$ cat config.mk
export PLATFORM = sky130hd
export DESIGN_NAME = boot_progress_stall_watchdog_core_flat
export DESIGN_NICKNAME = d
export VERILOG_FILES = /design/src/hw/rtl/bpsw_pkg.sv /design/src/hw/rtl/bpsw_req_if.sv /design/src/hw/rtl/bpsw_rsp_if.sv /design/src/hw/rtl/bpsw_divider.sv /design/src/hw/rtl/boot_progress_stall_watchdog_core.sv /design/src/flat_wrapper.sv
export VERILOG_INCLUDE_DIRS = /design/src /design/src/hw/rtl
export SDC_FILE = /design/constraint.sdc
export NUM_CORES = 1
export LEC_CHECK = 0
export BUFFER_PORTS_ARGS = -buffer_cell sky130_fd_sc_hd__buf_2
export CAP_MARGIN = 20
export CORE_ASPECT_RATIO = 0.7
export CORE_UTILIZATION = 35
export CTS_CLUSTER_DIAMETER = 50
export DETAILED_ROUTE_END_ITERATION = 10
export PLACE_DENSITY = 0.49
export RECOVER_POWER = 25
export SLEW_MARGIN = 20
export SYNTH_ARGS = -nofsm -noshare
export SYNTH_HDL_FRONTEND = slang
export SYNTH_SLANG_ARGS = --single-unit
$ cat constraint.sdc
create_clock -name clock -period 14 [get_ports clock]
set_clock_uncertainty 0.15 [all_clocks]
set_input_delay 0.7 -clock clock [delete_from_list [all_inputs] [get_ports clock]]
set_output_delay 0.7 -clock clock [all_outputs]
set_load 0.01 [all_outputs]
$ cat src/hw/rtl/boot_progress_stall_watchdog_core_assert.svh
// ----------------------------------------------------------------------------
// Assertion macros for the boot progress stall watchdog
// Shared forms for the concurrent checks at the end of the core.
// ----------------------------------------------------------------------------
`ifndef BOOT_PROGRESS_STALL_WATCHDOG_CORE_ASSERT_SVH
`define BOOT_PROGRESS_STALL_WATCHDOG_CORE_ASSERT_SVH

// The consequent must hold in the same cycle as the antecedent.
`define BPSW_ASSERT_SAME(label, clk, rst, ante, cons) \
   label: assert property (@(posedge clk) disable iff (rst) (ante) |-> (cons)) \
      else $error("bpsw assertion failed");

// The consequent must hold in the cycle after the antecedent.
`define BPSW_ASSERT_NEXT(label, clk, rst, ante, cons) \
   label: assert property (@(posedge clk) disable iff (rst) (ante) |=> (cons)) \
      else $error("bpsw assertion failed");

`endif

$ cat src/hw/rtl/bpsw_pkg.sv
// ----------------------------------------------------------------------------
// Boot progress stall watchdog package
// Widths, phase and cause codes, and types shared by the watchdog files.
// ----------------------------------------------------------------------------
package bpsw_pkg;

   localparam int COLUMN_BITS_DEFAULT = 10;
   localparam int MESH_BITS_DEFAULT   = 12;

   localparam int PHASE_W = 2;
   localparam int PCT_W   = 7;
   localparam int CAUSE_W = 2;
   localparam int CNT_W   = 16;
   localparam int CSR_W   = 16;
   localparam int CSR_IDX_W = 1;

   localparam logic [PHASE_W-1:0] PH_GENERATING = 2'd0;
   localparam logic [PHASE_W-1:0] PH_BUILDING   = 2'd1;
   localparam logic [PHASE_W-1:0] PH_READY      = 2'd2;
   localparam logic [PHASE_W-1:0] PH_STALLED    = 2'd3;

   localparam logic [CAUSE_W-1:0] CAUSE_NONE        = 2'd0;
   localparam logic [CAUSE_W-1:0] CAUSE_GEN_STOPPED = 2'd1;
   localparam logic [CAUSE_W-1:0] CAUSE_RING        = 2'd2;
   localparam logic [CAUSE_W-1:0] CAUSE_NO_PROGRESS = 2'd3;

   localparam logic [CSR_IDX_W-1:0] CSR_GRACE_TICKS = 1'd0;
   localparam logic [CSR_IDX_W-1:0] CSR_STALL_TICKS = 1'd1;

   localparam logic [CNT_W-1:0] GRACE_TICKS_RESET = 16'd60;
   localparam logic [CNT_W-1:0] STALL_TICKS_RESET = 16'd180;
   localparam logic [CNT_W-1:0] CNT_MAX           = 16'hFFFF;
   localparam logic [PCT_W-1:0] PCT_FULL          = 7'd100;

   // Status of the shared divider as seen by the sequencer.
   typedef struct packed {
      logic busy;
      logic done;
   } div_stat_type;

endpackage

$ cat src/hw/rtl/bpsw_req_if.sv
// ----------------------------------------------------------------------------
// Progress sample channel
// Valid/ready channel that carries one progress sample per beat.
// ----------------------------------------------------------------------------
interface bpsw_req_if
   import bpsw_pkg::*;
#(
   parameter int COLUMN_BITS = COLUMN_BITS_DEFAULT,
   parameter int MESH_BITS   = MESH_BITS_DEFAULT
) ();
   logic                   valid;
   logic                   ready;
   logic [COLUMN_BITS-1:0] cols_done;
   logic [COLUMN_BITS-1:0] cols_expected;
   logic [MESH_BITS-1:0]   meshes;
   logic [MESH_BITS-1:0]   mesh_pending;
   logic                   spawn_seen;
   logic                   ring_done;
   logic                   gen_active;

   modport source (
      output valid, cols_done, cols_expected, meshes, mesh_pending,
             spawn_seen, ring_done, gen_active,
      input  ready
   );

   modport sink (
      input  valid, cols_done, cols_expected, meshes, mesh_pending,
             spawn_seen, ring_done, gen_active,
      output ready
   );
endinterface

$ cat src/hw/rtl/bpsw_rsp_if.sv
// ----------------------------------------------------------------------------
// Watchdog status channel
// Valid/ready channel that carries phase, percentage and cause per beat.
// ----------------------------------------------------------------------------
interface bpsw_rsp_if
   import bpsw_pkg::*;
();
   logic               valid;
   logic               ready;
   logic [PHASE_W-1:0] phase;
   logic [PCT_W-1:0]   percent;
   logic [CAUSE_W-1:0] stall_cause;

   modport source (
      output valid, phase, percent, stall_cause,
      input  ready
   );

   modport sink (
      input  valid, phase, percent, stall_cause,
      output ready
   );
endinterface

$ cat src/hw/rtl/bpsw_divider.sv
// ----------------------------------------------------------------------------
// Shared restoring divider
// Radix-2 divider that produces a PCT_W bit quotient, one bit per cycle.
// ----------------------------------------------------------------------------
module bpsw_divider
   import bpsw_pkg::*;
#(
   parameter int DIVIDEND_W = 17,
   parameter int DIVISOR_W  = 13
) (
   input  logic                  clock,
   input  logic                  reset,
   input  logic                  start,
   input  logic [DIVIDEND_W-1:0] dividend,
   input  logic [DIVISOR_W-1:0]  divisor,
   output div_stat_type          stat,
   output logic [PCT_W-1:0]      quotient
);

   localparam int STEP_W = (PCT_W > 1) ? $clog2(PCT_W) : 1;
   localparam logic [STEP_W-1:0] LAST_STEP = STEP_W'(PCT_W - 1);

   logic                  busy_ff, busy_in;
   logic                  done_ff, done_in;
   logic [STEP_W-1:0]     step_ff, step_in;
   logic [DIVISOR_W-1:0]  rem_ff, rem_in;
   logic [PCT_W-1:0]      low_ff, low_in;
   logic [PCT_W-1:0]      quot_ff, quot_in;
   logic [DIVISOR_W-1:0]  dvs_ff, dvs_in;

   logic [DIVIDEND_W-1:0] dvd_high;
   logic [DIVISOR_W:0]    shifted;
   logic [DIVISOR_W:0]    diff;
   logic                  fits;

   // The caller guarantees a quotient below 2**PCT_W, so the upper dividend
   // bits alone are already smaller than the divisor and seed the remainder.
   assign dvd_high = dividend >> PCT_W;
   assign shifted  = {rem_ff, low_ff[PCT_W-1]};
   assign diff     = shifted - {1'b0, dvs_ff};
   assign fits     = shifted >= {1'b0, dvs_ff};

   always_comb begin
      busy_in = busy_ff;
      done_in = 1'b0;
      step_in = step_ff;
      rem_in  = rem_ff;
      low_in  = low_ff;
      quot_in = quot_ff;
      dvs_in  = dvs_ff;
      if (start) begin
         busy_in = 1'b1;
         step_in = '0;
         rem_in  = dvd_high[DIVISOR_W-1:0];
         low_in  = dividend[PCT_W-1:0];
         quot_in = '0;
         dvs_in  = divisor;
      end else if (busy_ff) begin
         rem_in  = fits ? diff[DIVISOR_W-1:0] : shifted[DIVISOR_W-1:0];
         low_in  = low_ff << 1;
         quot_in = {quot_ff[PCT_W-2:0], fits};
         step_in = step_ff + 1'b1;
         if (step_ff == LAST_STEP) begin
            busy_in = 1'b0;
            done_in = 1'b1;
         end
      end
   end

   always_ff @(posedge clock) begin
      if (reset) begin
         busy_ff <= 1'b0;
         done_ff <= 1'b0;
         step_ff <= '0;
      end else begin
         busy_ff <= busy_in;
         done_ff <= done_in;
         step_ff <= step_in;
      end
      rem_ff  <= rem_in;
      low_ff  <= low_in;
      quot_ff <= quot_in;
      dvs_ff  <= dvs_in;
   end

   assign stat.busy = busy_ff;
   assign stat.done = done_ff;
   assign quotient  = quot_ff;

endmodule

$ cat src/hw/rtl/boot_progress_stall_watchdog_core.sv
// Boot progress stall watchdog core: sequence, flow and reset
// A sample that updates the percentage runs two 7-step divisions on the shared
// divider, one for the column term and one for the mesh term; a division whose
// divisor is zero is skipped. A terminal or stall outcome goes straight to posting.
// One sample in flight; the next is taken in the cycle after the result is posted.
// Synchronous reset restores generating phase, zero counters and register defaults.
module boot_progress_stall_watchdog_core
   import bpsw_pkg::*;
#(
   parameter int COLUMN_BITS = COLUMN_BITS_DEFAULT,
   parameter int MESH_BITS   = MESH_BITS_DEFAULT
) (
   input  logic                 clock,
   input  logic                 reset,
   bpsw_req_if.sink             req,
   bpsw_rsp_if.source           rsp,
   input  logic                 csr_wr_en,
   input  logic [CSR_IDX_W-1:0] csr_index,
   input  logic [CSR_W-1:0]     csr_wdata
);

`include "boot_progress_stall_watchdog_core_assert.svh"

   // Divider sizing. The column term is min(in, total) * 80 over total and
   // the mesh term is meshes * 20 over (meshes + queued); both quotients stay
   // far below 128, so the divider only has to resolve PCT_W quotient bits.
   localparam int COL_DVD_W  = COLUMN_BITS + 7;
   localparam int MESH_DVD_W = MESH_BITS + 5;
   localparam int DVD_W      = (COL_DVD_W > MESH_DVD_W) ? COL_DVD_W : MESH_DVD_W;
   localparam int MTOT_W     = MESH_BITS + 1;
   localparam int DVS_W      = (COLUMN_BITS > MTOT_W) ? COLUMN_BITS : MTOT_W;
   localparam int PROG_W     = COLUMN_BITS + MESH_BITS;

   // Sequencer codes.
   localparam int ST_W = 3;
   localparam logic [ST_W-1:0] S_IDLE      = 3'd0;
   localparam logic [ST_W-1:0] S_COL       = 3'd1;
   localparam logic [ST_W-1:0] S_COL_WAIT  = 3'd2;
   localparam logic [ST_W-1:0] S_MESH      = 3'd3;
   localparam logic [ST_W-1:0] S_MESH_WAIT = 3'd4;
   localparam logic [ST_W-1:0] S_POST      = 3'd5;

   // Configuration registers.
   logic [CNT_W-1:0] grace_ff, grace_in;
   logic [CNT_W-1:0] stall_ff, stall_in;

   // Watchdog state.
   logic [ST_W-1:0]    state_ff, state_in;
   logic [PHASE_W-1:0] phase_ff, phase_in;
   logic [PCT_W-1:0]   mark_ff, mark_in;
   logic [CAUSE_W-1:0] cause_ff, cause_in;
   logic [CNT_W-1:0]   tick_ff, tick_in;
   logic [CNT_W-1:0]   idle_ff, idle_in;
   logic [PROG_W-1:0]  last_ff, last_in;
   logic               seen_ff, seen_in;

   // Sample held for the divisions, and the column quotient.
   logic [COLUMN_BITS-1:0] cin_ff, cin_in;
   logic [COLUMN_BITS-1:0] ctot_ff, ctot_in;
   logic [MESH_BITS-1:0]   msh_ff, msh_in;
   logic [MESH_BITS-1:0]   mq_ff, mq_in;
   logic [PCT_W-1:0]       qcol_ff, qcol_in;

   // Result register.
   logic               rsp_valid_ff, rsp_valid_in;
   logic [PHASE_W-1:0] rsp_phase_ff, rsp_phase_in;
   logic [PCT_W-1:0]   rsp_pct_ff, rsp_pct_in;
   logic [CAUSE_W-1:0] rsp_cause_ff, rsp_cause_in;

   // Shared divider hookup.
   logic               div_start;
   logic [DVD_W-1:0]   div_dividend;
   logic [DVS_W-1:0]   div_divisor;
   div_stat_type       div_stat;
   logic [PCT_W-1:0]   div_quot;

   // Accept-cycle decision terms.
   logic               req_fire;
   logic               terminal;
   logic [CNT_W-1:0]   tick_next;
   logic [CNT_W-1:0]   idle_next;
   logic [PROG_W-1:0]  progress;
   logic               changed;
   logic               ready_hit;
   logic               past_grace;

   // Percentage terms.
   logic [COLUMN_BITS-1:0] col_clamped;
   logic [COL_DVD_W-1:0]   col_dvd;
   logic [MESH_DVD_W-1:0]  mesh_dvd;
   logic [MTOT_W-1:0]      mesh_tot;
   logic [PCT_W:0]         pct_sum;
   logic [PCT_W-1:0]       pct_new;

   assign req.ready = (state_ff == S_IDLE);
   assign req_fire  = req.valid && req.ready;
   assign terminal  = (phase_ff == PH_READY) || (phase_ff == PH_STALLED);

   // Both counters saturate at their full count.
   assign tick_next  = (tick_ff == CNT_MAX) ? tick_ff : tick_ff + 1'b1;
   assign progress   = {req.cols_done, req.meshes};
   assign changed    = !seen_ff || (progress != last_ff);
   assign idle_next  = changed ? '0 : ((idle_ff == CNT_MAX) ? idle_ff : idle_ff + 1'b1);
   assign ready_hit  = req.spawn_seen && req.ring_done && (req.mesh_pending == '0);
   assign past_grace = tick_next > grace_ff;

   // Constant multiplies are shift-and-add: 80 = 64 + 16, 20 = 16 + 4.
   assign col_clamped = (cin_ff < ctot_ff) ? cin_ff : ctot_ff;
   assign col_dvd     = (COL_DVD_W'(col_clamped) << 6) + (COL_DVD_W'(col_clamped) << 4);
   assign mesh_dvd    = (MESH_DVD_W'(msh_ff) << 4) + (MESH_DVD_W'(msh_ff) << 2);
   assign mesh_tot    = {1'b0, msh_ff} + {1'b0, mq_ff};

   // One divider serves both terms; the sequencer picks the operands.
   always_comb begin
      div_start    = 1'b0;
      div_dividend = DVD_W'(col_dvd);
      div_divisor  = DVS_W'(ctot_ff);
      case (state_ff)
         S_COL: begin
            div_start = (ctot_ff != '0);
         end
         S_MESH: begin
            div_start    = (mesh_tot != '0);
            div_dividend = DVD_W'(mesh_dvd);
            div_divisor  = DVS_W'(mesh_tot);
         end
         default: begin
            div_start = 1'b0;
         end
      endcase
   end

   // The mesh quotient is zero when nothing was built or queued.
   always_comb begin
      if (state_ff == S_MESH_WAIT) begin
         pct_sum = {1'b0, qcol_ff} + {1'b0, div_quot};
      end else begin
         pct_sum = {1'b0, qcol_ff};
      end
      if (pct_sum > {1'b0, PCT_FULL}) begin
         pct_new = PCT_FULL;
      end else begin
         pct_new = pct_sum[PCT_W-1:0];
      end
   end

   always_comb begin
      grace_in     = grace_ff;
      stall_in     = stall_ff;
      state_in     = state_ff;
      phase_in     = phase_ff;
      mark_in      = mark_ff;
      cause_in     = cause_ff;
      tick_in      = tick_ff;
      idle_in      = idle_ff;
      last_in      = last_ff;
      seen_in      = seen_ff;
      cin_in       = cin_ff;
      ctot_in      = ctot_ff;
      msh_in       = msh_ff;
      mq_in        = mq_ff;
      qcol_in      = qcol_ff;
      rsp_valid_in = rsp_valid_ff;
      rsp_phase_in = rsp_phase_ff;
      rsp_pct_in   = rsp_pct_ff;
      rsp_cause_in = rsp_cause_ff;

      if (csr_wr_en) begin
         case (csr_index)
            CSR_GRACE_TICKS: grace_in = csr_wdata;
            CSR_STALL_TICKS: stall_in = csr_wdata;
            default: begin
               grace_in = grace_ff;
            end
         endcase
      end

      if (rsp_valid_ff && rsp.ready) begin
         rsp_valid_in = 1'b0;
      end

      case (state_ff)
         S_IDLE: begin
            if (req_fire) begin
               tick_in  = tick_next;
               state_in = S_POST;
               // Once ready or stalled, only the tick counter moves.
               if (!terminal) begin
                  idle_in = idle_next;
                  if (changed) begin
                     last_in = progress;
                     seen_in = 1'b1;
                  end
                  if (ready_hit) begin
                     phase_in = PH_READY;
                     mark_in  = PCT_FULL;
                  end else if (past_grace && !req.gen_active && !req.spawn_seen) begin
                     phase_in = PH_STALLED;
                     cause_in = CAUSE_GEN_STOPPED;
                  end else if (past_grace && !req.gen_active &&
                               (req.mesh_pending == '0)) begin
                     phase_in = PH_STALLED;
                     cause_in = CAUSE_RING;
                  end else if (idle_next >= stall_ff) begin
                     phase_in = PH_STALLED;
                     cause_in = CAUSE_NO_PROGRESS;
                  end else begin
                     phase_in = req.spawn_seen ? PH_BUILDING : PH_GENERATING;
                     cin_in   = req.cols_done;
                     ctot_in  = req.cols_expected;
                     msh_in   = req.meshes;
                     mq_in    = req.mesh_pending;
                     state_in = S_COL;
                  end
               end
            end
         end
         S_COL: begin
            if (ctot_ff != '0) begin
               state_in = S_COL_WAIT;
            end else begin
               qcol_in  = '0;
               state_in = S_MESH;
            end
         end
         S_COL_WAIT: begin
            if (div_stat.done) begin
               qcol_in  = div_quot;
               state_in = S_MESH;
            end
         end
         S_MESH: begin
            if (mesh_tot != '0) begin
               state_in = S_MESH_WAIT;
            end else begin
               if (pct_new > mark_ff) begin
                  mark_in = pct_new;
               end
               state_in = S_POST;
            end
         end
         S_MESH_WAIT: begin
            if (div_stat.done) begin
               if (pct_new > mark_ff) begin
                  mark_in = pct_new;
               end
               state_in = S_POST;
            end
         end
         S_POST: begin
            // The result register frees up as soon as the last beat is taken.
            if (!rsp_valid_ff || rsp.ready) begin
               rsp_valid_in = 1'b1;
               rsp_phase_in = phase_ff;
               rsp_pct_in   = mark_ff;
               rsp_cause_in = cause_ff;
               state_in     = S_IDLE;
            end
         end
         default: begin
            state_in = S_IDLE;
         end
      endcase
   end

   always_ff @(posedge clock) begin
      if (reset) begin
         grace_ff     <= GRACE_TICKS_RESET;
         stall_ff     <= STALL_TICKS_RESET;
         state_ff     <= S_IDLE;
         phase_ff     <= PH_GENERATING;
         mark_ff      <= '0;
         cause_ff     <= CAUSE_NONE;
         tick_ff      <= '0;
         idle_ff      <= '0;
         last_ff      <= '0;
         seen_ff      <= 1'b0;
         rsp_valid_ff <= 1'b0;
      end else begin
         grace_ff     <= grace_in;
         stall_ff     <= stall_in;
         state_ff     <= state_in;
         phase_ff     <= phase_in;
         mark_ff      <= mark_in;
         cause_ff     <= cause_in;
         tick_ff      <= tick_in;
         idle_ff      <= idle_in;
         last_ff      <= last_in;
         seen_ff      <= seen_in;
         rsp_valid_ff <= rsp_valid_in;
      end
      cin_ff       <= cin_in;
      ctot_ff      <= ctot_in;
      msh_ff       <= msh_in;
      mq_ff        <= mq_in;
      qcol_ff      <= qcol_in;
      rsp_phase_ff <= rsp_phase_in;
      rsp_pct_ff   <= rsp_pct_in;
      rsp_cause_ff <= rsp_cause_in;
   end

   bpsw_divider #(
      .DIVIDEND_W (DVD_W),
      .DIVISOR_W  (DVS_W)
   ) u_divider (
      .clock    (clock),
      .reset    (reset),
      .start    (div_start),
      .dividend (div_dividend),
      .divisor  (div_divisor),
      .stat     (div_stat),
      .quotient (div_quot)
   );

   assign rsp.valid       = rsp_valid_ff;
   assign rsp.phase       = rsp_phase_ff;
   assign rsp.percent     = rsp_pct_ff;
   assign rsp.stall_cause = rsp_cause_ff;

   // Ready and stalled are terminal phases.
   `BPSW_ASSERT_NEXT(a_ready_holds, clock, reset, phase_ff == PH_READY, phase_ff == PH_READY)
   `BPSW_ASSERT_NEXT(a_stall_holds, clock, reset, phase_ff == PH_STALLED, phase_ff == PH_STALLED)
   // A cause is reported exactly when the boot has stalled.
   `BPSW_ASSERT_SAME(a_cause_phase, clock, reset, 1'b1,
      (phase_ff == PH_STALLED) == (cause_ff != CAUSE_NONE))
   // The divider only runs and finishes while the sequencer waits for it.
   `BPSW_ASSERT_SAME(a_div_done_wait, clock, reset, div_stat.busy || div_stat.done,
      (state_ff == S_COL_WAIT) || (state_ff == S_MESH_WAIT))

endmodule
$ cat src/flat_wrapper.sv
// flat-port wrapper written by rule: the top's interface ports become plain ports
module boot_progress_stall_watchdog_core_flat import bpsw_pkg::*;
#(
   parameter int COLUMN_BITS = COLUMN_BITS_DEFAULT,
   parameter int MESH_BITS   = MESH_BITS_DEFAULT
)
  (clock, reset, csr_wr_en, csr_index, csr_wdata, req_valid, req_cols_done, req_cols_expected, req_meshes, req_mesh_pending, req_spawn_seen, req_ring_done, req_gen_active, req_ready, rsp_valid, rsp_phase, rsp_percent, rsp_stall_cause, rsp_ready);
  bpsw_req_if #(.COLUMN_BITS(COLUMN_BITS), .MESH_BITS(MESH_BITS)) req_i ();
  bpsw_rsp_if rsp_i ();
  input  logic clock;
  input  logic reset;
  input  logic csr_wr_en;
  input  logic [CSR_IDX_W-1:0] csr_index;
  input  logic [CSR_W-1:0] csr_wdata;
  input wire logic [$bits(req_i.valid)-1:0] req_valid;
  input wire logic [$bits(req_i.cols_done)-1:0] req_cols_done;
  input wire logic [$bits(req_i.cols_expected)-1:0] req_cols_expected;
  input wire logic [$bits(req_i.meshes)-1:0] req_meshes;
  input wire logic [$bits(req_i.mesh_pending)-1:0] req_mesh_pending;
  input wire logic [$bits(req_i.spawn_seen)-1:0] req_spawn_seen;
  input wire logic [$bits(req_i.ring_done)-1:0] req_ring_done;
  input wire logic [$bits(req_i.gen_active)-1:0] req_gen_active;
  output wire logic [$bits(req_i.ready)-1:0] req_ready;
  output wire logic [$bits(rsp_i.valid)-1:0] rsp_valid;
  output wire logic [$bits(rsp_i.phase)-1:0] rsp_phase;
  output wire logic [$bits(rsp_i.percent)-1:0] rsp_percent;
  output wire logic [$bits(rsp_i.stall_cause)-1:0] rsp_stall_cause;
  input wire logic [$bits(rsp_i.ready)-1:0] rsp_ready;
  assign req_i.valid = req_valid;
  assign req_i.cols_done = req_cols_done;
  assign req_i.cols_expected = req_cols_expected;
  assign req_i.meshes = req_meshes;
  assign req_i.mesh_pending = req_mesh_pending;
  assign req_i.spawn_seen = req_spawn_seen;
  assign req_i.ring_done = req_ring_done;
  assign req_i.gen_active = req_gen_active;
  assign req_ready = req_i.ready;
  assign rsp_valid = rsp_i.valid;
  assign rsp_phase = rsp_i.phase;
  assign rsp_percent = rsp_i.percent;
  assign rsp_stall_cause = rsp_i.stall_cause;
  assign rsp_i.ready = rsp_ready;
  boot_progress_stall_watchdog_core #(.COLUMN_BITS(COLUMN_BITS), .MESH_BITS(MESH_BITS)) u_core (.clock(clock), .reset(reset), .req(req_i), .rsp(rsp_i), .csr_wr_en(csr_wr_en), .csr_index(csr_index), .csr_wdata(csr_wdata));
endmodule
== Yosys cells after proc, flatten, opt, wreduce, memory -nomap -nowiden ==
Cells that the tools add are included.

* Multiplexer cells: 51
* Add/sub/neg operators: 8
* Reductions and logical operators: 35
* Eq/ne operators: 19
* Bitwise operators: 7
* $lt $le $gt $ge: 6

{| class="wikitable"
|+ Operators with widths
! cell !! number
|-
| 7-bit 2-to-1 mux || 11
|-
| 16-bit 2-to-1 mux || 3
|-
| 10-bit 2-to-1 mux || 4
|-
| 16-bit by 14-bit adder with 17-bit output || 2
|-
| 16-bit by 1-bit adder with 16-bit output (second input constant) || 2
|-
| 16-bit equality test (second input constant) || 2
|-
| 3-bit 2-to-1 mux || 9
|-
| 22-bit != test || 1
|-
| 7-bit one-hot mux with 3 select lines || 1
|-
| 3-bit one-hot mux with 6 select lines || 1
|-
| 17-bit 2-to-1 mux || 1
|-
| 16-bit greater-or-equal comparator || 1
|-
| 16-bit greater-than comparator || 1
|-
| 14-bit by 13-bit greater-or-equal comparator with 1-bit output || 1
|-
| 2-bit 2-to-1 mux || 7
|-
| 2-bit != test (second input constant) || 7
|-
| 7-bit one-hot mux with 2 select lines || 1
|-
| 12-bit by 12-bit adder with 13-bit output || 1
|-
| 13-bit 2-to-1 mux || 1
|-
| 13-bit nonzero test || 1
|-
| 13-bit subtractor || 1
|-
| 12-bit zero test || 1
|-
| 10-bit less-than comparator || 1
|-
| 1-bit 2-to-1 mux || 10
|-
| other kinds (27) || 55
|}

* Output and inout port bits: 13
* Input bits: 69
* Flip-flop bits (word level): 209

== Logic depth before layout (Yosys ltp) ==
Gate-level depths: netlist of the first run.

* Depth after elaboration: 11
* Gate-level depth with buffers: 21
* Gate-level depth less buffers: 20

== By module ==
A second synthesis of the first run with hierarchy kept.

* Cell total of the unflattened synthesis: 1434
* Area, all modules: 12781.0 µm²

{| class="wikitable"
|+ By module, submodules not included
! module !! cells each !! instances !! area each (µm²) !! sequential area each (µm²)
|-
| boot_progress_stall_watchdog_core || 1203 || 1 || 10246.1 || 3903.7
|-
| bpsw_divider || 231 || 1 || 2534.9 || 1201.2
|}

== Worst setup path before layout of the first run ==
OpenSTA, ideal clock, no wires.

* Path kind: register to register
* Start: reg u_core.tick_ff[0]
* End: reg u_core.cin_ff[0] (enable)
* Cell stages (with the launch flop): 17
* Required time: 13.444 ns
* Setup time: 0.406 ns
* Path buffers: 1
* Path slack: 8.672 ns
* Data arrival time: 4.772 ns
* Cells stage by stage: dfxtp_1 > ha_1 > nand2_1 > nor3_1 > and2_1 > nor2b_1 > clkbuf_1 > nor2_1 > xor2_1 > ha_1 > a21o_1 > a21o_1 > a2111oi_0 > o21ai_0 > o21ba_2 > nor4_1 > and2_1

* Cells in the longest elaborated chain, start to end: 7
* Elaborated cells on any way between the ends: 10
* Those cells by class: add/sub: 1; order compare: 1; eq/ne: 1; mux: 1; bitwise: 2; reduce/logical: 4

{| class="wikitable"
|+ Ends and longest elaborated chain
! element !! line !! source
|-
| start, declared || boot_progress_stall_watchdog_core.sv:52 || <nowiki>logic [CNT_W-1:0] tick_ff, tick_in;</nowiki>
|-
| start signal, assigned || boot_progress_stall_watchdog_core.sv:286 || <nowiki>tick_ff <= tick_in;</nowiki>
|-
| 16-bit by 1-bit adder with 16-bit output or 16-bit equality test (tied branches) || boot_progress_stall_watchdog_core.sv:100 || <nowiki>assign tick_next = (tick_ff == CNT_MAX) ? tick_ff : tick_ff + 1'b1;</nowiki>
|-
| 16-bit 2-to-1 mux * || boot_progress_stall_watchdog_core.sv:100 ||
|-
| net u_core.tick_next[9] || boot_progress_stall_watchdog_core.sv:80 || <nowiki>logic [CNT_W-1:0] tick_next;</nowiki>
|-
| 16-bit greater-than comparator * || boot_progress_stall_watchdog_core.sv:105 || <nowiki>assign past_grace = tick_next > grace_ff;</nowiki>
|-
| 1-bit logical AND * || boot_progress_stall_watchdog_core.sv:197, boot_progress_stall_watchdog_core.sv:200 ||
|-
| 1-bit logical AND (on tied branches) || boot_progress_stall_watchdog_core.sv:197, boot_progress_stall_watchdog_core.sv:200 ||
|-
| 1-bit NOT (no line) || -- ||
|-
| 7-bit AND reduction (no line) * || -- ||
|-
| end signal, assigned || boot_progress_stall_watchdog_core.sv:292 || <nowiki>cin_ff <= cin_in;</nowiki>
|-
| end, declared || boot_progress_stall_watchdog_core.sv:58 || <nowiki>logic [COLUMN_BITS-1:0] cin_ff, cin_in;</nowiki>
|}

The timed path passes the listed nets; every way through them passes the cells marked *.
A chain may end at the register's enable or synchronous reset.

== Worst setup path after layout of the first run ==
* Start: reg u_core.tick_ff[0]
* End: reg u_core.ctot_ff[7] (enable)

* Cells in the longest elaborated chain, start to end: 7
* Elaborated cells on any way between the ends: 10
* Those cells by class: add/sub: 1; order compare: 1; eq/ne: 1; mux: 1; bitwise: 2; reduce/logical: 4

{| class="wikitable"
|+ Ends and longest elaborated chain
! element !! line !! source
|-
| 16-bit by 1-bit adder with 16-bit output or 16-bit equality test (tied branches) || boot_progress_stall_watchdog_core.sv:100 ||
|-
| 16-bit 2-to-1 mux * || boot_progress_stall_watchdog_core.sv:100 ||
|-
| net u_core.tick_next[9] || boot_progress_stall_watchdog_core.sv:80 ||
|-
| 16-bit greater-than comparator * || boot_progress_stall_watchdog_core.sv:105 ||
|-
| 1-bit logical AND * || boot_progress_stall_watchdog_core.sv:197, boot_progress_stall_watchdog_core.sv:200 ||
|-
| 1-bit logical AND (on tied branches) || boot_progress_stall_watchdog_core.sv:197, boot_progress_stall_watchdog_core.sv:200 ||
|-
| 1-bit NOT (no line) || -- ||
|-
| 7-bit AND reduction (no line) * || -- ||
|-
| end signal, assigned || boot_progress_stall_watchdog_core.sv:293 || <nowiki>ctot_ff <= ctot_in;</nowiki>
|-
| end, declared || boot_progress_stall_watchdog_core.sv:59 || <nowiki>logic [COLUMN_BITS-1:0] ctot_ff, ctot_in;</nowiki>
|}

Marks and branches as above.

==> impl_metrics.csv, run 1 <==
group,metric,value,unit
run_status,outcome,"completed",
yosys,synth_nets,1596,
floorplanning,die_area,0.0369,sq mm
timing,rsz0062_at_grt,"no",
yosys,ys_seq_area_frac,0.399,
clocking,clock_latency,560,ps
yosys,avgSynthCellArea,8.91,sq um
floorplanning,die_w,229,um
clocking,cts_buffers,29,
timing,worstMarginPinSlew,1030,ps
timing,fin_crit_sh,0.393,
global_route,grt-ovfl-total,0,
global_route,antenna_found_initial,2,
detailed_routing,wl,33.1,mm
critical_path,cp-end-kind,"flip-flop",
power,ir_worst_vdd,83.6,uV
clocking,htree_levels,1,
timing,min_period,5500,ps
detailed_routing,drt_iter0_markers,652,
clocking,clkSinkCount,207,
yosys,async_flop_share,0,
floorplanning,ioPinCount,82,
power,cellLeakagePower,5.67,nW
clocking,cts_root_buf,"clkbuf_16",
timing,max_slew_margin,0.313,
detailed_routing,wl_per_cell,16.8,um
power,power.density,146,mW/mm^2
hold_path,holdCritPathClass,"in2reg",
clocking,post_cts_resized,0,
yosys,ys.flop_type,"dfxtp_1",
cells_and_area,final_nets,1656,
yosys,synth.distinct_cells,71,
clocking,cts_tree,"done",
critical_path,critical_path_class,"reg2reg",
timing,final-setup-viol-count,0,
floorplanning,die_h,161,um
floorplanning,rows,57,
detailed_routing,num_vias,10100,
critical_path,r2r_cells,15,
detailed_routing,drc,0,
global_route,grt_max_degree,49,
timing,maxSlewViolCount,0,
detailed_routing,vias_per_cell,5.10,
clocking,path_clk_slew,60,ps
placement,port_buffers,81,
timing,max_freq,182,MHz
cells_and_area,final_cell_mix,"185 x nand2_1, 123 x a21oi_1, 117 x dfxtp_1, 106 x nor2_1, 102 x ha_1",
floorplanning,core_area,0.0352,sq mm
yosys,ys_ff_latch,207,
critical_path,cp.required,14040,ps
yosys,synth_warnings,0,
global_route,grt_usage,0.179,
run,drv_cap,0,
timing,fin_setup_tns,0,ps
critical_path,path_max_fanout,44,
timing,hold_slack,170,ps
detailed_routing,ant_nets,0,
placement,place_congestion,0.842,
yosys,syn_inst,1420,
yosys,synth_edf_count,90,
critical_path,critPathLaunchType,"flip-flop",
cells_and_area,area_growth,14.0,%
critical_path,crit_arrival,5540,ps
clocking,cts_buffer_depth,3,
hold_path,min_path_cells,1,
clocking,cts_hold_buf,0,
cells_and_area,mostFrequentLayoutCell,"nand2_1",
detailed_routing,firstDrtPassIters,4,
global_route,grt_pass1_wl,52.6,mm
placement,place.detailed.hpwl,24.7,mm
cells_and_area,drive_above_1_share,0.0925,
yosys,syn_area,0.0127,sq mm
timing,hold_viol_final,0,
floorplanning,start_util,0.360,
global_route,grt_pass1_vias,9468,
clocking,post_cts_buffers,0,
==> routing by layer <==
layer  track usage  share of wire  vias to the layer above
met5             0              0                        -
met4        0.0336          0.016                        0
met3        0.0318          0.051                       38
met2         0.236           0.37                      187
met1         0.294           0.56                     4665
li1              -              -                     5190
==> flip-flops by register name (all words and copies together) (netlist names), 3 cells and up <==
signal and count:
u_core.last_ff 22, u_core.grace_ff 16, u_core.idle_ff 16, u_core.stall_ff 16, u_core.tick_ff 16, u_core.u_divider.dvs_ff 13, u_core.u_divider.rem_ff 13, u_core.mq_ff 12
u_core.msh_ff 12, u_core.cin_ff 10, u_core.ctot_ff 10, u_core.mark_ff 7, u_core.qcol_ff 7, u_core.rsp.percent 7, u_core.u_divider.quotient 7, u_core.u_divider.low_ff 5
u_core.state_ff 3, u_core.u_divider.step_ff 3
==> synth_stat cells (18+ instances only) <==
master	n	share of area
a21o_1	18	0.011
a21oi_1	123	0.049
and2_1	20	0.0099
clkbuf_1	46	0.014
dfxtp_1	117	0.19
edfxtp_1	90	0.21
ha_1	102	0.10
inv_1	86	0.026
mux2i_1	37	0.029
nand2_1	185	0.055
nand3_1	24	0.0095
nand4_1	27	0.013
nor2_1	106	0.031
nor2b_1	23	0.011
nor3_1	34	0.013
o21ai_0	69	0.027
xnor2_1	45	0.031
xor2_1	36	0.025
==> area by class of cell <==
class / instances / area [sq um]
diodes: 2 / 5.00
fillers: 3514 / 20700
clock inverters: 19 / 220
flip-flops and latches: 207 / 5040
inverters: 86 / 323
repair buffers: 88 / 420
multi-input cells: 1068 / 7060
well taps: 472 / 591
clock buffers: 34 / 766
==> stage by stage <==
stage	area (sq um)	util	instances	power [mW]	setup slack, ps
after CTS	14500	0.411	1974	2.13	8080
after global routing	14400	0.410	1974	2.24	7760
after global placement	13500	0.383	1921	1.36	8160
after detailed placement	13500	0.383	1921	1.37	8120
final	14400	0.410	1976	2.11	8500
after floorplan	12700	-	1420	1.21	8670
==> cells by family after synthesis <==
| family | synth area share |
|---|---|
| AND/OR/NAND/NOR | 0.187 |
| flip-flops | 0.399 |
| XOR/XNOR | 0.0560 |
| adder cells (fa/ha/maj) | 0.109 |
| AO/OA/AOI/OAI | 0.163 |
| buffers and inverters | 0.0444 |
| multiplexers | 0.0426 |
==> final timing paths <==
path | from | slack [ps] | to
hold / removal | req_cols_expected[4] | 170 | u_core.ctot_ff[4]
hold reg to reg | u_core.cause_ff[1] | 280 | u_core.rsp.stall_cause[1]
setup reg to reg | u_core.tick_ff[0] | 8500 | u_core.ctot_ff[7]
setup / recovery | u_core.tick_ff[0] | 8500 | u_core.ctot_ff[7]
==> worst max-delay path, stage by stage (launching register included) <==
cell and delay (ps):
dfxtp_1 400, ha_1 230, nand2_1 60, nor3_1 310
and2_1 250, nor2b_1 700, nor2_1 130, xor2_1 190
ha_1 310, a21o_1 180, a21o_1 170, a2111oi_0 360
o21ai_0 250, o21ba_2 260, nor4_1 500, and2_4 610
==> power by group <==
part,leakage [nW],internal [mW],switching [mW]
Clock,0.469,0.454,0.301
Combinational,3.39,0.252,0.351
Sequential,1.81,0.708,0.0460
Power figures use the tool's default switching activity.
==> run 2, diff against run 1 <==
- ABC_AREA: default -> 1
- clock period: 14 -> 5.6 ns (I/O delays scaled with it)
==> run 2 against run 1 <==
Compared with the run above:
- hold slack worse by 120 ps
- cell area grew 9.3%
- critical path type is now in2reg
- via count grew 17%
- routed wire length is 9.7% higher
- largest cell class unchanged
==> impl_metrics.csv, run 2 <==
group,metric,value,unit
critical_path,critPathSlowestCell,"nand3_1",
critical_path,rrSetupSlack,1190,ps
clocking,clkSinkCount,207,
timing,worstMarginPinSlew,1340,ps
detailed_routing,num_vias,11800,
detailed_routing,ant_nets,0,
clocking,cts_root_buf,"clkbuf_16",
cells_and_area,final_cell_mix,"374 x nand2_1, 267 x inv_1, 171 x nor2_1, 158 x a21oi_1, 148 x o21ai_0",
yosys,yosys-top-cells-area,"edfxtp_1 20%, dfxtp_1 18%, nand2_1 11%, ha_1 9.6%, inv_1 7.6%",
clocking,cts_hold_buf,71,
detailed_routing,drt_iter0_markers,864,
yosys,synth_edf_count,90,
global_route,antenna_found_initial,0,
yosys,ys.flop_type,"dfxtp_1",
critical_path,reg2reg_to,"u_core.ctot_ff[6]",
critical_path,worstReg2RegStart,"u_core.last_ff[4]",
floorplanning,ioPinCount,82,
clocking,post_cts_buffers,0,
critical_path,crit_arrival,4540,ps
global_route,grt_max_degree,46,
critical_path,worst_path_most_repeated_cell,"nand2_1",
yosys,ys_ff_latch,207,
cells_and_area,fillCellCount,3828,
hold_path,min_path_cells,5,
floorplanning,die_w,234,um
floorplanning,start_util,0.356,
global_route,grt-ovfl-total,0,
placement,place.detailed.hpwl,27.4,mm
power,ir_worst_vdd,301,uV
cells_and_area,regMostFlops,"u_core.last_ff",
critical_path,cp-end-kind,"flip-flop",
hold_path,holdCritPathClass,"in2reg",
global_route,grt_pass1_vias,10800,
critical_path,path_max_fanout,44,
run,drv_cap,0,
yosys,avgSynthCellArea,7.39,sq um
clocking,post_cts_resized,0,
critical_path,path_cells,"dlygate4sd3_1, clkbuf_1, inv_1, or2_2, nand2_1, nor2_1, nand3b_1, nor4_1, nand3_1, o21bai_1, a21oi_1, ha_1, a21oi_1, o21a_1, nand2_1, nand2_1, nand2_1, nor2_1, nand3_1, nor2_4, buf_4",
power,cellLeakagePower,7.09,nW
timing,rsz0062_at_grt,"no",
yosys,synth_warnings,0,
detailed_routing,firstDrtPassIters,5,
timing,max_slew_margin,0.104,
yosys,synth_nets,1968,
critical_path,cp.required,5650,ps
global_route,grt_pass1_wl,58.7,mm
clocking,clock_latency,570,ps
critical_path,critPathLaunchType,"input pin",
placement,port_buffers,81,
cells_and_area,diodes,0,
yosys,synth.most_common_cell,"nand2_1",
power,power.density,534,mW/mm^2
yosys,yosys.area.top_type_share,0.204,
timing,min_period,4490,ps
placement,place_congestion,0.888,
yosys,async_flop_share,0,
yosys,synth.distinct_cells,49,
clocking,cts_tree,"done",
critical_path,critical_path_class,"in2reg",
yosys,ys_top_cells_by_count,"374 x nand2_1, 267 x inv_1, 173 x nor2_1",
yosys,syn_inst,1792,
hold_path,min_from,"req_ring_done",
run_status,outcome,"completed",
global_route,grt_usage,0.190,
detailed_routing,wl_per_cell,14.8,um
floorplanning,rows,59,
floorplanning,die_area,0.0386,sq mm
timing,fin_setup_tns,0,ps
timing,maxSlewViolCount,0,
critical_path,r2r_cells,18,
yosys,syn_area,0.0132,sq mm
hold_path,hold_end,"u_core.phase_ff[1]",
timing,final-setup-viol-count,0,
cells_and_area,drive_above_1_share,0.0856,
timing,max_freq,223,MHz
cells_and_area,largest_reg_flops,22,
clocking,cts_buffers,29,
cells_and_area,area_growth,19.2,%
detailed_routing,vias_per_cell,4.83,
cells_and_area,mostFrequentLayoutCell,"nand2_1",
yosys,yosys.area.top_type,"edfxtp_1",
floorplanning,die_h,165,um
power,p_total,8.42,mW
floorplanning,core_area,0.0372,sq mm
detailed_routing,wl,36.4,mm
clocking,path_clk_slew,60,ps
yosys,ys_seq_area_frac,0.381,
detailed_routing,drc,0,
timing,fin_crit_sh,0.802,
cells_and_area,final_nets,2115,
critical_path,critPathMaxStageDelay,620,ps
clocking,cts_buffer_depth,3,
timing,hold_viol_final,0,
clocking,htree_levels,1,
-- run 2: changes by cell type after synthesis, moves of 15 or more --
cell	change
nand3_1	+59
o21ai_0	+79
inv_1	+181
or3_1	-15
nor2_1	+67
xnor2_1	-34
a21o_1	-17
a21oi_1	+35
nor2b_1	-23
and2_1	-20
clkbuf_1	-21
mux2i_1	-37
xor2_1	-16
nand2_1	+189
-- run 2: worst max-delay path, delay by kind of cell --
kind,cells,cell delay [ps]
adder cells (fa/ha/maj),1,270
AND/OR/NAND/NOR,12,1860
buffers and inverters,4,1210
AO/OA/AOI/OAI,4,830
-- run 2: layout make-up --
| type | instances | area (sq um) | area share |
|---|---|---|---|
| clock buffers | 36 | 793 | 0.0503 |
| clock inverters | 18 | 209 | 0.0132 |
| inverters | 282 | 1060 | 0.0671 |
| multi-input cells | 1263 | 6970 | 0.442 |
| flip-flops and latches | 207 | 5040 | 0.320 |
| well taps | 488 | 611 | 0.0387 |
| repair buffers | 156 | 1090 | 0.0693 |
-- run 2: worst max-delay path by stage --
| stage | cells past startpoint | slack, ps | startpoint | end |
|---|---|---|---|---|
| finish | 21 | 1110 | req_meshes[4] | u_core.ctot_ff[6] |
| detailed placement | 20 | 1020 | req_meshes[4] | u_core.ctot_ff[3] |
| floorplan | 20 | 540 | u_core.idle_ff[0] | u_core.cin_ff[0] |
| CTS | 21 | 1080 | req_meshes[4] | u_core.mq_ff[5] |
| global route | 21 | 790 | req_meshes[4] | u_core.ctot_ff[6] |
| global placement | 21 | 1170 | u_core.idle_ff[0] | u_core.ctot_ff[3] |
-- run 2: stage by stage --
step | util | worst slack [ps] | std cells | hold slack, ps | area [sq um]
2_1_floorplan | - | 536 | 1792 | 229 | 13200
3_3_place_gp | 0.379 | 1170 | 2325 | 273 | 14100
3_5_place_dp | 0.379 | 1020 | 2325 | 274 | 14100
4_1_cts | 0.425 | 1080 | 2450 | 4.99 | 15800
5_1_grt | 0.424 | 786 | 2450 | 86.2 | 15800
6_report | 0.424 | 1110 | 2450 | 46.7 | 15800
-- run 2: cell families after synthesis --
logic type,after synthesis,share of synthesized area
XOR/XNOR,31,0.0205
flip-flops,207,0.381
adder cells (fa/ha/maj),107,0.104
buffers and inverters,322,0.0940
AND/OR/NAND/NOR,768,0.256
AO/OA/AOI/OAI,357,0.144
-- run 2: power breakdown --
| part | switching [mW] | internal (mW) | total [mW] |
|---|---|---|---|
| clock network | 0.744 | 1.15 | 1.90 |
| logic | 2.67 | 1.40 | 4.07 |
| registers | 0.321 | 2.13 | 2.45 |
-- run 2: layer usage --
| metal | global-route usage | share of wire |
|---|---|---|
| met5 | 0 | 0 |
| met2 | 0.258 | 0.38 |
| met3 | 0.0264 | 0.044 |
| met4 | 0.0320 | 0.014 |
| met1 | 0.312 | 0.56 |
==> run 3, diff against run 2 <==
- clock period: 5.6 -> 4.7 ns (I/O delays scaled with it)
==> run 3 against run 2 <==
Compared with the run above:
- sequential power is 18% higher
- sequential share of layout area hardly changed
- core utilization is 0.064 points higher
- highest routed layer unchanged
==> impl_metrics.csv, run 3 (synthesis results as in run 2) <==
group,metric,value,unit
run_status,outcome,"completed",
critical_path,cp.required,4860,ps
floorplanning,ioPinCount,82,
clocking,htree_levels,1,
cells_and_area,drive_above_1_share,0.0865,
floorplanning,die_area,0.0386,sq mm
detailed_routing,drc,0,
cells_and_area,largest_reg_flops,22,
power,power.density,642,mW/mm^2
global_route,grt_pass1_vias,10800,
floorplanning,rows,59,
timing,maxSlewViolCount,0,
cells_and_area,final_nets,2118,
timing,worstMarginPinSlew,1450,ps
floorplanning,core_area,0.0372,sq mm
placement,dp_cells,2327,
timing,max_freq,242,MHz
cells_and_area,diodes,0,
hold_path,holdCritPathClass,"in2reg",
critical_path,crit_arrival,4290,ps
critical_path,path_max_fanout,20,
global_route,grt-ovfl-total,0,
detailed_routing,vias_per_cell,4.84,
clocking,post_cts_resized,0,
run,drv_cap,0,
critical_path,critical_path_class,"reg2reg",
placement,port_buffers,81,
detailed_routing,wl,37.3,mm
floorplanning,die_w,234,um
critical_path,crit_end,"u_core.u_divider.rem_ff[7]",
clocking,clock_latency,570,ps
timing,hold_slack,83.6,ps
timing,fin_setup_tns,0,ps
clocking,cts_buffer_depth,3,
timing,min_period,4130,ps
global_route,antenna_found_initial,0,
critical_path,critPathLaunch,"u_core.ctot_ff[5]",
critical_path,cp-end-kind,"flip-flop",
timing,fin_crit_sh,0.880,
clocking,cts_buffers,30,
timing,max_slew_margin,0.0331,
placement,place.detailed.hpwl,28.4,mm
cells_and_area,final_cell_mix,"374 x nand2_1, 266 x inv_1, 170 x nor2_1, 158 x a21oi_1, 148 x o21ai_0",
placement,place_congestion,0.916,
power,cellLeakagePower,7.10,nW
timing,final-setup-viol-count,0,
critical_path,worstReg2RegStart,"u_core.ctot_ff[5]",
clocking,cts_root_buf,"clkbuf_16",
critical_path,rrSetupSlack,570,ps
clocking,path_clk_slew,60,ps
power,ir_worst_vdd,315,uV
detailed_routing,ant_nets,0,
power,p_total,10.1,mW
critical_path,critPathLaunchType,"flip-flop",
floorplanning,die_h,165,um
critical_path,r2r_cells,20,
detailed_routing,wl_per_cell,15.2,um
timing,post-route-worst-setup-slack,566,ps
cells_and_area,area_growth,19.3,%
cells_and_area,fillCellCount,3825,
detailed_routing,num_vias,11900,
clocking,clkSinkCount,207,
cells_and_area,regMostFlops,"u_core.last_ff",
detailed_routing,firstDrtPassIters,5,
global_route,grt_pass1_wl,58.7,mm
timing,rsz0062_at_grt,"no",
placement,dp_slack,669,ps
floorplanning,start_util,0.356,
detailed_routing,drt_iter0_markers,900,
global_route,grt_max_degree,57,
timing,hold_viol_final,0,
clocking,cts_tree,"done",
cells_and_area,mostFrequentLayoutCell,"nand2_1",
global_route,grt_usage,0.194,
cells_and_area,stdcell_count,2454,
critical_path,reg2reg_to,"u_core.u_divider.rem_ff[7]",
==> run 3: power breakdown <==
| group | internal, mW | total [mW] | switching [mW] |
|---|---|---|---|
| combinational | 1.70 | 5.00 | 3.31 |
| clock | 1.32 | 2.24 | 0.927 |
| sequential | 2.54 | 2.90 | 0.366 |
==> run 3: metrics by stage <==
step	utilization	area [sq um]
6_report	0.425	15800
5_1_grt	0.425	15800
4_1_cts	0.426	15900
3_5_place_dp	0.380	14100
3_3_place_gp	0.380	14100
2_1_floorplan	-	13200
==> run 3: critical path, stage by stage, from the launching register on <==
cell	delay (ps)
edfxtp_1	390
inv_1	110
ha_1	260
a21oi_1	160
o21ai_0	100
nand2_1	70
nand3_1	470
a21oi_1	560
ha_1	370
nand2_1	120
nand2_1	60
nand3_1	60
nand2_1	70
o21a_1	180
or2_2	270
nand2_1	80
nand3_1	70
nand3_1	100
o21ai_0	110
nand2_1	70
nand2_1	60
==> run 3: what timing repair did <==
item,CTS,global route
buffers inserted,0,0
endpoints found under the hold margin,105,0
setup endpoints to repair,0,0
hold buffers,71,0
==> run 3: worst min-delay path by stage <==
stage	slack (ps)	startpoint	depth (start not counted)	endpoint
after CTS	50	req_valid	5	u_core.state_ff[2]
after detailed placement	270	req_cols_expected[9]	1	u_core.ctot_ff[9]
after floorplan	180	req_cols_done[0]	0	u_core.cin_ff[0]
final	80	req_valid	5	u_core.state_ff[2]
after global routing	110	req_valid	5	u_core.state_ff[2]
after global placement	260	u_core.cause_ff[1]	0	u_core.rsp.stall_cause[1]
==> run 3: routing by layer <==
layer  global-route usage  share of wire  up-vias
li1                     -              -     6235
met1                0.311           0.55     5336
met2                0.262           0.38      267
met3               0.0314          0.054       51
met4               0.0422          0.020        0
met5                    0              0        -
==> run 3: final cells by class <==
cell class | count | area [sq um] | area share
Timing Repair Buffer | 158 | 1110 | 0.0702
Clock buffer | 34 | 807 | 0.0511
Clock inverter | 22 | 200 | 0.0127
Sequential cell | 207 | 5040 | 0.319
Inverter | 282 | 1060 | 0.0670
Multi-Input combinational cell | 1263 | 6970 | 0.441
Tap cell | 488 | 611 | 0.0386
